[config.mk]
export PLATFORM = sky130hd
export DESIGN_NAME = fvhc_cordic
export DESIGN_NICKNAME = d
export VERILOG_FILES = /design/src/hw/rtl/assert_macros.svh /design/src/hw/rtl/fvhc_pkg.sv /design/src/hw/rtl/fvhc_cordic.sv
export SDC_FILE = /design/constraint.sdc
export NUM_CORES = 2
export LEC_CHECK = 0
export BUFFER_PORTS_ARGS = -buffer_cell sky130_fd_sc_hd__buf_2
export CORE_MARGIN = 2
export CORE_UTILIZATION = 30
export DETAILED_ROUTE_END_ITERATION = 16
export HOLD_SLACK_MARGIN = 0.05
export SYNTH_ARGS = -nofsm -noshare
export SYNTH_HDL_FRONTEND = slang
export SYNTH_SLANG_ARGS = --single-unit
export TNS_END_PERCENT = 20
[constraint.sdc]
create_clock -name clk -period 11.4 [get_ports clk]
set_input_delay 0.57 -clock clk [delete_from_list [all_inputs] [get_ports clk]]
set_output_delay 0.57 -clock clk [all_outputs]
set_load 0.005 [all_outputs]
[src/hw/rtl/assert_macros.svh]
// Assertion helpers for the RTL.
`ifndef ASSERT_MACROS_SVH
`define ASSERT_MACROS_SVH

// Checked only outside reset.
`define FVHC_ASSERT(lbl, clk, rst, prop, msg) \
  lbl: assert property (@(posedge clk) disable iff (rst) prop) else $error(msg);

// Checked at every edge, reset included.
`define FVHC_ASSERT_ALWAYS(lbl, clk, prop, msg) \
  lbl: assert property (@(posedge clk) prop) else $error(msg);

`endif

[src/hw/rtl/fvhc_pkg.sv]
package fvhc_pkg;

  localparam int FLOW_W        = 16;
  localparam int CURVE_DEPTH_D = 1024;
  localparam int CI_W          = 10;
  localparam int SCALE_W       = 24;
  localparam logic [SCALE_W-1:0] SCALE_RESET = 24'd5238;

  localparam int CORDIC_STEPS = 16;
  localparam int CORD_W       = FLOW_W + 17;   // |v|*2^14 plus CORDIC gain and sign
  localparam int ANG_W        = 27;            // degrees Q16, signed
  localparam int SQRT_STEPS   = FLOW_W + 8;    // root bits of (x^2+y^2)*2^16
  localparam int M2_W         = 2 * FLOW_W;

  typedef enum logic {
    OP_CONVERT  = 1'b0,
    OP_CURVE_WR = 1'b1
  } op_t;

  typedef enum logic [2:0] {
    SEC_RY = 3'd0,
    SEC_YG = 3'd1,
    SEC_GC = 3'd2,
    SEC_CB = 3'd3,
    SEC_BM = 3'd4,
    SEC_MR = 3'd5
  } sector_t;

  typedef struct packed {
    op_t                      opcode;
    logic signed [FLOW_W-1:0] flow_x;
    logic signed [FLOW_W-1:0] flow_y;
    logic [CI_W-1:0]          curve_index;
    logic [7:0]               curve_value;
  } in_t;

  typedef struct packed {
    logic [7:0] red;
    logic [7:0] green;
    logic [7:0] blue;
  } out_t;

  typedef struct packed {
    op_t             op;
    logic [CI_W-1:0] ci;
    logic [7:0]      cv;
  } meta_t;

  // side info riding along the CORDIC pipe
  typedef struct packed {
    logic neg;   // vector was turned by 180 degrees
    logic zero;  // zero vector, hue forced to 0
  } cordic_tag_t;

  // atan(2^-i) in degrees Q16
  function automatic logic signed [ANG_W-1:0] atan_q16(input int unsigned step);
    case (step)
      0:       return ANG_W'(2949120);
      1:       return ANG_W'(1740967);
      2:       return ANG_W'(919880);
      3:       return ANG_W'(466945);
      4:       return ANG_W'(234379);
      5:       return ANG_W'(117304);
      6:       return ANG_W'(58666);
      7:       return ANG_W'(29335);
      8:       return ANG_W'(14668);
      9:       return ANG_W'(7334);
      10:      return ANG_W'(3667);
      11:      return ANG_W'(1833);
      12:      return ANG_W'(917);
      13:      return ANG_W'(458);
      14:      return ANG_W'(229);
      15:      return ANG_W'(115);
      default: return '0;
    endcase
  endfunction

endpackage

[src/hw/rtl/fvhc_cordic.sv]
module fvhc_cordic import fvhc_pkg::*; (
  input  logic                     clk,
  input  logic signed [CORD_W-1:0] x_in,
  input  logic signed [CORD_W-1:0] y_in,
  input  cordic_tag_t              tag_in,
  output logic signed [ANG_W-1:0]  z_out,
  output cordic_tag_t              tag_out
);

  logic signed [CORD_W-1:0] xs [0:CORDIC_STEPS];
  logic signed [CORD_W-1:0] ys [0:CORDIC_STEPS];
  logic signed [ANG_W-1:0]  zs [0:CORDIC_STEPS];
  cordic_tag_t              tg [0:CORDIC_STEPS];

  assign xs[0] = x_in;
  assign ys[0] = y_in;
  assign zs[0] = '0;
  assign tg[0] = tag_in;

  // one micro-rotation per stage, rotating y toward zero
  for (genvar i = 0; i < CORDIC_STEPS; i++) begin : g_step
    always_ff @(posedge clk) begin
      if (!ys[i][CORD_W-1]) begin
        xs[i+1] <= xs[i] + (ys[i] >>> i);
        ys[i+1] <= ys[i] - (xs[i] >>> i);
        zs[i+1] <= zs[i] + atan_q16(i);
      end else begin
        xs[i+1] <= xs[i] - (ys[i] >>> i);
        ys[i+1] <= ys[i] + (xs[i] >>> i);
        zs[i+1] <= zs[i] - atan_q16(i);
      end
      tg[i+1] <= tg[i];
    end
  end

  assign z_out   = zs[CORDIC_STEPS];
  assign tag_out = tg[CORDIC_STEPS];

endmodule

==> results.md <==
- Status: finished clean
- Clk buf depth: 4
- Clk_lat worst skew: 840 ps
- Quantity of I/O buffers inserted on ports: 96
- Initial core utilization: 0.3007
- Largest net degree at the start of global routing: 65
- Vias in the first global route: a little over 80000
- Final setup fails: 0
- Root Buffer: clkbuf_16
- Synth area leaders: dfxtp_1, ha_1, xnor2_1
- Hpwl dp: just over 200 mm
- Chip Width: ~580 µm
- CP Capture Type: flip-flop
- FP Rows: between 200 and 250
- Post-synthesis sequential area ratio: 0.2613
- Min-Delay Path Class: in -> reg
- # Max-Cap Violations: 0
- CTS tree: yes
- Crit-path max FO: 7
- #FFs+latches synth: ~1300
- Via count: 82550
- Min cycle time layout: around 5000 ps
- Most frequent cells in the layout: ha_1, dfxtp_1, a21oi_1
- Synth warn: 0
- Cell area after synthesis: 101000 µm²
- Die area: roughly 340000 µm²
- Gr usage total: 0.1422
- Drt via density: between 4 and 5
- Layout area overhead: 10.48%
- Ys flop type: dfxtp_1
- Mean Syn Cell Area: between 8 and 9 µm²
- Clk slew on worst S/H paths: roughly 60 ps
- Synthesized instance count: about 12000
- Initial DRC Count: roughly 3700
- Total Routed Length: ~250 mm
- EDFF count, synth: 0
- Initial antenna violation count: 3
- Required time worst endpoint: between 10000 and 15000 ps
- Commonest non-fill, non-tap cell in the layout: ha_1
- Setup CP Type: reg -> reg
- DRC violations left: 0
- Final Hold Fails: 0
- Max Freq: about 200 MHz
- Remaining Overflow, GRT: 0
- Final worst path period share: 0.4378
- Fin Clk Skew: around 50 ps
- Tightest Pin Transition: 1274 ps
- NumNets Final: about 14000
- Final ANT Viol Nets: 0
- First-pass GRT wire length: 405.9 mm
- CTS resizes: 0
- Fin area: between 100000 and 150000 µm²
- Synth top area share: 0.2613
- Arr. time, crit path: between 5000 and 6000 ps
- CTS H-tree lvls: 4
- Die H: around 580 µm
- Setup TNS: 0 ps
- GP Congestion: a little over 0.9
- First drt pass iteration count: 8
- Syn_nets: 13580
- Placed Instance Area: about 110000 µm²
- Max-slew violation count: 0
- Synth area leader: dfxtp_1
- Worst slew margin relative to its limit: 0.1429
- Total core area: about 340000 µm²
- Post-synth cell types: 90
- TritonCTS buffer count: 160
- Unrepaired setup endpoints after global routing: false
- CTS sink cnt: 1318
- Number of I/O pins: 98
- Synth async-reset ratio: 0
- Average wire per standard cell: approximately 15 µm
- Crit start category: flip-flop
- Layout cells sized above 1: 0.03831
-- worst max-delay path, stage by stage, from the launching register on --
cell	delay, ps
dfxtp_1	360
or3_1	410
nor3_1	190
and3_1	250
nor2b_1	180
nor2b_1	450
a21oi_1	160
xor2_1	170
ha_1	380
a21o_1	190
a21o_1	180
a21oi_1	180
o21ai_0	140
nor3_1	220
a2111oi_0	150
a211oi_1	340
a21oi_1	160
a31oi_1	320
o21ai_1	130
a21oi_1	190
xnor2_1	140
-- Yosys cell counts (178+ instances only) --
library cell,n
o21ai_0,520
o21a_1,178
nor2b_1,236
ha_1,1338
dfxtp_1,1318
a21oi_1,1299
xnor2_1,1103
a21o_1,604
nand2_1,585
nor3_1,307
xor2_1,639
nand2b_1,220
nor2_1,1183
inv_1,531
clkbuf_1,178
-- final timing paths --
path         endpoint  slack (ps)  cells past startpoint    start
max reg2reg   ys[362]        6410                     20  xs[370]
min reg2reg    tg[23]         300                      0   tg[25]
min           ys[495]         130                      4  x_in[0]
max           ys[362]        6410                     20  xs[370]
-- sequential cells by signal, indices dropped and copies added, names as in the netlist --
name and flops:
xs 447, z_out 26, ys 463, zs 350, tg 30, tag_out 2
-- cell type report --
cell class                 instances  area [µm²]
clock inverter                    54       693.2
antenna                            2       5.005
inverter                         540        2027
clock buffer                     223        4614
fill                           35310      224300
timing repair buffer             128       730.7
tap                             4407        5514
multi-input combinational      10030       71560
sequential                      1318       26400
-- metrics by stage --
| stage | utilization | cells | setup slack, ps | hold WS [ps] |
|---|---|---|---|---|
| after floorplan | - | 12130 | 7040 | 309.6 |
| after global placement | 0.3162 | 16420 | 6484 | 309.7 |
| after detailed placement | 0.3162 | 16420 | 6467 | 312.1 |
| after CTS | 0.3322 | 16700 | 6411 | 64.77 |
| after global routing | 0.3322 | 16700 | 5701 | 126.4 |
| final | 0.3322 | 16700 | 6410 | 132.3 |
-- timing repair --
action	4_1_cts	5_1_grt
hold buffers	4	0
hold endpoints to repair	5	0
buffers inserted	0	0
-- per-layer routing --
layer,GRT usage,vias up,wire length [µm]
met5,0,-,0
met4,0.06421,0,11670
met3,0.01518,597,6702
met2,0.2739,1367,128000
met1,0.1542,37230,104300
li1,-,43350,-
-- cell families (layout without fill, tap and decap cells) --
group,count (synthesis),in the layout,share of synthesized area
flops,1318,1318,0.2613
simple gates,3228,3228,0.1524
fa+ha+maj,1380,1380,0.1741
other cells,1,3,0.00003714
compound gates,3623,3623,0.2249
buf+inv,777,945,0.03000
xor+xnor,1742,1742,0.1511
mux,58,58,0.006109
Power is left out: the tool's default activity adds up to more than one toggle a clock period on the data nets, which glitch-free logic cannot reach.
