==> config.mk <==
export PLATFORM = sky130hd
export DESIGN_NAME = fvhc_sqrt
export DESIGN_NICKNAME = d
export VERILOG_FILES = /design/src/hw/rtl/assert_macros.svh /design/src/hw/rtl/fvhc_pkg.sv /design/src/hw/rtl/fvhc_sqrt.sv
export SDC_FILE = /design/constraint.sdc
export NUM_CORES = 2
export LEC_CHECK = 0
export BUFFER_PORTS_ARGS = -buffer_cell sky130_fd_sc_hd__buf_4
export CAP_MARGIN = 5
export CORE_MARGIN = 3
export CORE_UTILIZATION = 59
export CTS_BUF_LIST = sky130_fd_sc_hd__clkbuf_8
export CTS_CLUSTER_DIAMETER = 100
export DETAILED_ROUTE_END_ITERATION = 6
export PLACE_DENSITY = 0.75
export SYNTH_ARGS = -nofsm -noshare
export SYNTH_HDL_FRONTEND = slang
export SYNTH_SLANG_ARGS = --single-unit
==> constraint.sdc <==
create_clock -name clk -period 9.79 [get_ports clk]
set_clock_uncertainty 0.1 [all_clocks]
set_input_delay 1.4685 -clock clk [delete_from_list [all_inputs] [get_ports clk]]
set_output_delay 1.4685 -clock clk [all_outputs]
set_load 0.02 [all_outputs]
==> src/hw/rtl/assert_macros.svh <==
// Assertion helpers for the RTL.
`ifndef ASSERT_MACROS_SVH
`define ASSERT_MACROS_SVH

// Checked only outside reset.
`define FVHC_ASSERT(lbl, clk, rst, prop, msg) \
  lbl: assert property (@(posedge clk) disable iff (rst) prop) else $error(msg);

// Checked at every edge, reset included.
`define FVHC_ASSERT_ALWAYS(lbl, clk, prop, msg) \
  lbl: assert property (@(posedge clk) prop) else $error(msg);

`endif

==> src/hw/rtl/fvhc_pkg.sv <==
package fvhc_pkg;

  localparam int FLOW_W        = 16;
  localparam int CURVE_DEPTH_D = 1024;
  localparam int CI_W          = 10;
  localparam int SCALE_W       = 24;
  localparam logic [SCALE_W-1:0] SCALE_RESET = 24'd5238;

  localparam int CORDIC_STEPS = 16;
  localparam int CORD_W       = FLOW_W + 17;   // |v|*2^14 plus CORDIC gain and sign
  localparam int ANG_W        = 27;            // degrees Q16, signed
  localparam int SQRT_STEPS   = FLOW_W + 8;    // root bits of (x^2+y^2)*2^16
  localparam int M2_W         = 2 * FLOW_W;

  typedef enum logic {
    OP_CONVERT  = 1'b0,
    OP_CURVE_WR = 1'b1
  } op_t;

  typedef enum logic [2:0] {
    SEC_RY = 3'd0,
    SEC_YG = 3'd1,
    SEC_GC = 3'd2,
    SEC_CB = 3'd3,
    SEC_BM = 3'd4,
    SEC_MR = 3'd5
  } sector_t;

  typedef struct packed {
    op_t                      opcode;
    logic signed [FLOW_W-1:0] flow_x;
    logic signed [FLOW_W-1:0] flow_y;
    logic [CI_W-1:0]          curve_index;
    logic [7:0]               curve_value;
  } in_t;

  typedef struct packed {
    logic [7:0] red;
    logic [7:0] green;
    logic [7:0] blue;
  } out_t;

  typedef struct packed {
    op_t             op;
    logic [CI_W-1:0] ci;
    logic [7:0]      cv;
  } meta_t;

  // side info riding along the CORDIC pipe
  typedef struct packed {
    logic neg;   // vector was turned by 180 degrees
    logic zero;  // zero vector, hue forced to 0
  } cordic_tag_t;

  // atan(2^-i) in degrees Q16
  function automatic logic signed [ANG_W-1:0] atan_q16(input int unsigned step);
    case (step)
      0:       return ANG_W'(2949120);
      1:       return ANG_W'(1740967);
      2:       return ANG_W'(919880);
      3:       return ANG_W'(466945);
      4:       return ANG_W'(234379);
      5:       return ANG_W'(117304);
      6:       return ANG_W'(58666);
      7:       return ANG_W'(29335);
      8:       return ANG_W'(14668);
      9:       return ANG_W'(7334);
      10:      return ANG_W'(3667);
      11:      return ANG_W'(1833);
      12:      return ANG_W'(917);
      13:      return ANG_W'(458);
      14:      return ANG_W'(229);
      15:      return ANG_W'(115);
      default: return '0;
    endcase
  endfunction

endpackage

==> src/hw/rtl/fvhc_sqrt.sv <==
module fvhc_sqrt import fvhc_pkg::*; (
  input  logic                  clk,
  input  logic [M2_W-1:0]       m2,
  output logic [SQRT_STEPS-1:0] root
);

  localparam int N   = SQRT_STEPS;
  localparam int RW  = N + 2;
  localparam int RDW = 2 * N;

  logic [RW-1:0]  rem_s [0:N];
  logic [N-1:0]   root_s [0:N];
  logic [RDW-1:0] rad_s [0:N];

  assign rem_s[0]  = '0;
  assign root_s[0] = '0;
  assign rad_s[0]  = {m2, {(RDW-M2_W){1'b0}}};  // radicand scaled by 2^16

  // restoring square root, one result bit per stage
  for (genvar k = 0; k < N; k++) begin : g_digit
    logic [RW+1:0] cur;
    logic [RW+1:0] trial;
    logic          ge;

    always_comb begin
      cur   = {rem_s[k], rad_s[k][RDW-1 -: 2]};
      trial = (RW+2)'({root_s[k], 2'b01});
      ge    = (cur >= trial);
    end

    always_ff @(posedge clk) begin
      rem_s[k+1]  <= ge ? RW'(cur - trial) : RW'(cur);
      root_s[k+1] <= {root_s[k][N-2:0], ge};
      rad_s[k+1]  <= rad_s[k] << 2;
    end
  end

  assign root = root_s[N];

endmodule

==> metrics.md <==
| Metric | Value |
|---|---|
| Highest routed layer | `met4` |
| Reg power frac | `0.489` |
| Worst-Margin Slew | `1.18 ns` |
| Switching Fraction | `0.296` |
| Largest family of logic cells by synthesized area | `simple AND/OR/NAND/NOR gates` |
| Critical path's largest stage delay | `roughly 0.8 ns` |
| Register bit count reported by yosys | `about 1.1k` |
| Simple-Gate Fraction of Synth Area | `0.136` |
| GPL Wtd Cong | `approximately 0.92` |
| Relative slew slack | `0.209` |
| Crit path max-delay family | `compound AO/OA/AOI/OAI gates` |
| Post-synth EDFFs | `0` |
| Met1 wire length | `a little under 40000 um` |
| Synth unique cells | `83` |
| CP bufs+invs | `3` |
| CP max-delay cell | `a2111oi_0` |
| TNS Setup | `0 ns` |
| 1st-iter DRT viols | `about 1.8k` |
| Routed wl met3 | `about 4000 um` |
| Crit-path max FO | `35` |
| Total track usage | `0.213` |
| Top post-synthesis cells by area | `dfxtp_1 50%, ha_1 8.8%, xnor2_1 4.4%, xor2_1 4.1%, inv_1 3.3%` |
| FFs w/ async S/R, synth | `0` |
| TritonCTS buffer count | `~170` |
| Top-count cell post-synth | `dfxtp_1` |
| Worst Reg2Reg Path Length in Cells | `12` |
| H-tree Lvls | `4` |
| Largest net degree at the start of global routing | `38` |
| Crit share post-route | `0.409` |
| Worst Setup Start Kind | `register` |
| Final core occ | `0.670` |
| Drt first pass iters | `5` |
| Post_cts resized | `0` |
| Yosys warnings | `0` |
| Compound-Gate Fraction of Synth Area | `0.131` |
| Wire length on met2 | `about 39000 um` |
| Post-synthesis sequential area ratio | `0.498` |
| Die width | `approximately 280 um` |
| Share of layout cells above drive strength 1 | `0.0945` |
| Setup CP Type | `register to register` |
| Grt ovf | `0` |
| Antenna-violating nets left | `0` |
| P per Cell Area | `about 250 nW/um2` |
| Via/cell ratio | `5.37` |
| Max cap viols | `0` |
| Adder-Cell Fraction of Synth Area | `0.0914` |
| IO buf count | `56` |
| Worst IR drop on VDD | `roughly 0.00015 V` |
| Reg-to-reg slack, setup | `between 5 and 6 ns` |
| XOR/XNOR Fraction of Synth Area | `0.0856` |
| CTS tree | `yes` |
| Root Buffer | `clkbuf_8` |
| Crit path required time | `roughly 10 ns` |
| Reg2reg end | `g_digit[17].cur[16]` |
| Die area | `~80000 um2` |
| Mapped Area | `~44000 um2` |
| DP Wirelength | `about 62000 um` |
| Clk_lat worst skew | `slightly above 0.8 ns` |
| Synthesis-to-layout area growth | `11.7%` |
| Clock power frac | `0.318` |
| Starting Density | `0.600` |
| Vias | `31.0k` |
| Clk sinks | `around 1.1k` |
| Total Wirelength | `83600 um` |
| Vias in the first global route | `between 20k and 30k` |
| Primary FF master, synth | `dfxtp_1` |
| Worst hold path class | `register to register` |
| Worst hold path depth | `0` |
| CORE AREA | `around 73000 um2` |
| Combinational power share | `0.193` |
| Final setup fails | `0` |
| Most used cell, CP | `inv_1` |
| Nets | `between 5k and 6k` |
| Hold Buf Count CTS | `0` |
| Row count | `between 90 and 100` |
| Pleak | `between 0.02 and 0.025 uW` |
| Initial antenna violation count | `1` |
| Pint | `~8600 uW` |
| Die Y | `roughly 280 um` |
| Hold Slack | `0.218 ns` |
| Clock Tree Buf Depth | `3` |
| Synth top area share | `0.498` |
| Syn Nets | `about 4.8k` |
| DRC violations left | `0` |
| Post-synth top cells | `1096 x dfxtp_1, 391 x inv_1, 311 x ha_1` |
| Cells after synthesis | `about 4.5k` |
| RSZ-0062 raised after global routing | `no` |
| Setup bufs post-CTS | `0` |
| Hold_sp | `rad_s[711]` |
| Slew Limit Fails | `0` |
| Final hold vios | `0` |
| Synth area leader | `dfxtp_1` |
| Period minus WS final | `roughly 4 ns` |
| Mean Syn Cell Area | `approximately 9.8 um2` |
| Critical Path, Cell by Cell | `inv_1 > ha_1 > fa_1 > a211oi_1 > o21ai_0 > a2111oi_0 > or3_1 > o311ai_1 > a211oi_4 > buf_4 > inv_1 > mux2_2` |
| Outcome | `completed` |
| Type of destination of the critical path | `register` |
| R2r startpoint | `g_digit[16].trial[2]` |
| Hold Crit Endpoint | `rad_s[665]` |
| Io pins | `57` |
| Switching power | `3620 uW` |
| Maximum clock rate | `between 0.2 and 0.3 GHz` |
| Number of fill cells | `about 5.8k` |
| Clock slew seen by the registers of the worst setup and hold paths | `roughly 0.060 ns` |
| First-pass GRT wire length | `approximately 140000 um` |
| Proportion of synthesized area in mux cells | `0.0190` |
| Crit path arrival time | `between 4 and 5 ns` |
| Wire per inst | `~14 um` |
## flip-flops by register name, summed over array words and instances, names as in the netlist
register,cells
rad_s,210
g_digit.trial,276
root,24
g_digit.cur,586
## metrics by stage
| step | std cells | setup slack (ns) | power [uW] | area (um2) |
|---|---|---|---|---|
| floorplan | 4494 | 6.21 | 7760 | 44100 |
| global route | 5773 | 5.49 | 12900 | 49200 |
| CTS | 5772 | 5.81 | 12300 | 49200 |
| detailed placement | 5457 | 5.85 | 8410 | 45600 |
| finish | 5774 | 5.79 | 12200 | 49200 |
| global placement | 5457 | 5.98 | 8350 | 45600 |
## layer usage
metal	GRT usage	vias to the layer above
met1	0.275	14200
met4	0.0707	0
met2	0.359	671
li1	-	15900
met5	0	-
met3	0.0423	177
## area by class of cell
| cell class | instances | area [um2] | share of cell area |
|---|---|---|---|
| diodes | 2 | 5.00 | 0.000102 |
| flip-flops and latches | 1096 | 21900 | 0.446 |
| clock inverters | 105 | 732 | 0.0149 |
| inverters | 392 | 1470 | 0.0299 |
| well taps | 959 | 1200 | 0.0244 |
| repair buffers | 70 | 526 | 0.0107 |
| multi-input cells | 2940 | 20500 | 0.416 |
| clock buffers | 210 | 2890 | 0.0587 |
## cell usage in the layout (no fill, tap or decap), types with 13 or more instances in the layout
cell and n:
dfxtp_1 1096, inv_1 445, ha_1 311, nand2_1 290, nor2_1 289, a21oi_1 265
xnor2_1 223, o21ai_0 220, clkbuf_8 210, xor2_1 208, nor3_1 123, a21o_1 115
nand3_1 78, nor4_1 72, mux2_2 70, buf_4 70, o21a_1 55, nand2b_1 54
nand4_1 45, or3_1 41, o21bai_1 40, a211oi_1 36, nor2b_1 35, clkinv_2 30
o31ai_1 29, and3_1 27, or2_2 27, or4_1 25, a31oi_1 23, and2_1 22
o211ai_1 18, nand3b_1 13
## cells by family after synthesis
logic type,count (synthesis)
and+or+nand+nor,1197
DFF,1096
AOI/OAI and AO/OA,918
buffers and inverters,458
xor gates and xnor gates,431
adders and majority gates,318
muxes,75
other,1
## worst max path at each step
stage,startpoint,end,slack (ns),cells past startpoint
after floorplan,g_digit[16].trial[2],g_digit[17].cur[10],6.21,11
after global placement,g_digit[16].trial[2],g_digit[17].cur[16],5.98,12
after detailed placement,g_digit[16].trial[2],g_digit[17].cur[16],5.85,12
after CTS,g_digit[16].trial[2],g_digit[17].cur[16],5.81,12
after global routing,g_digit[16].trial[2],g_digit[17].cur[16],5.49,12
final,g_digit[16].trial[2],g_digit[17].cur[16],5.79,12
## power by group through the flow
stage / logic (uW) / registers (uW) / clock network (uW)
after detailed placement: 2330 / 6070 / 0
after global placement: 2290 / 6060 / 0
after floorplan: 1910 / 5840 / 0
final: 2360 / 5980 / 3880
after CTS: 2360 / 5980 / 4000
after global routing: 2660 / 6080 / 4200
Note: power is estimated with default switching activity, not from simulation.
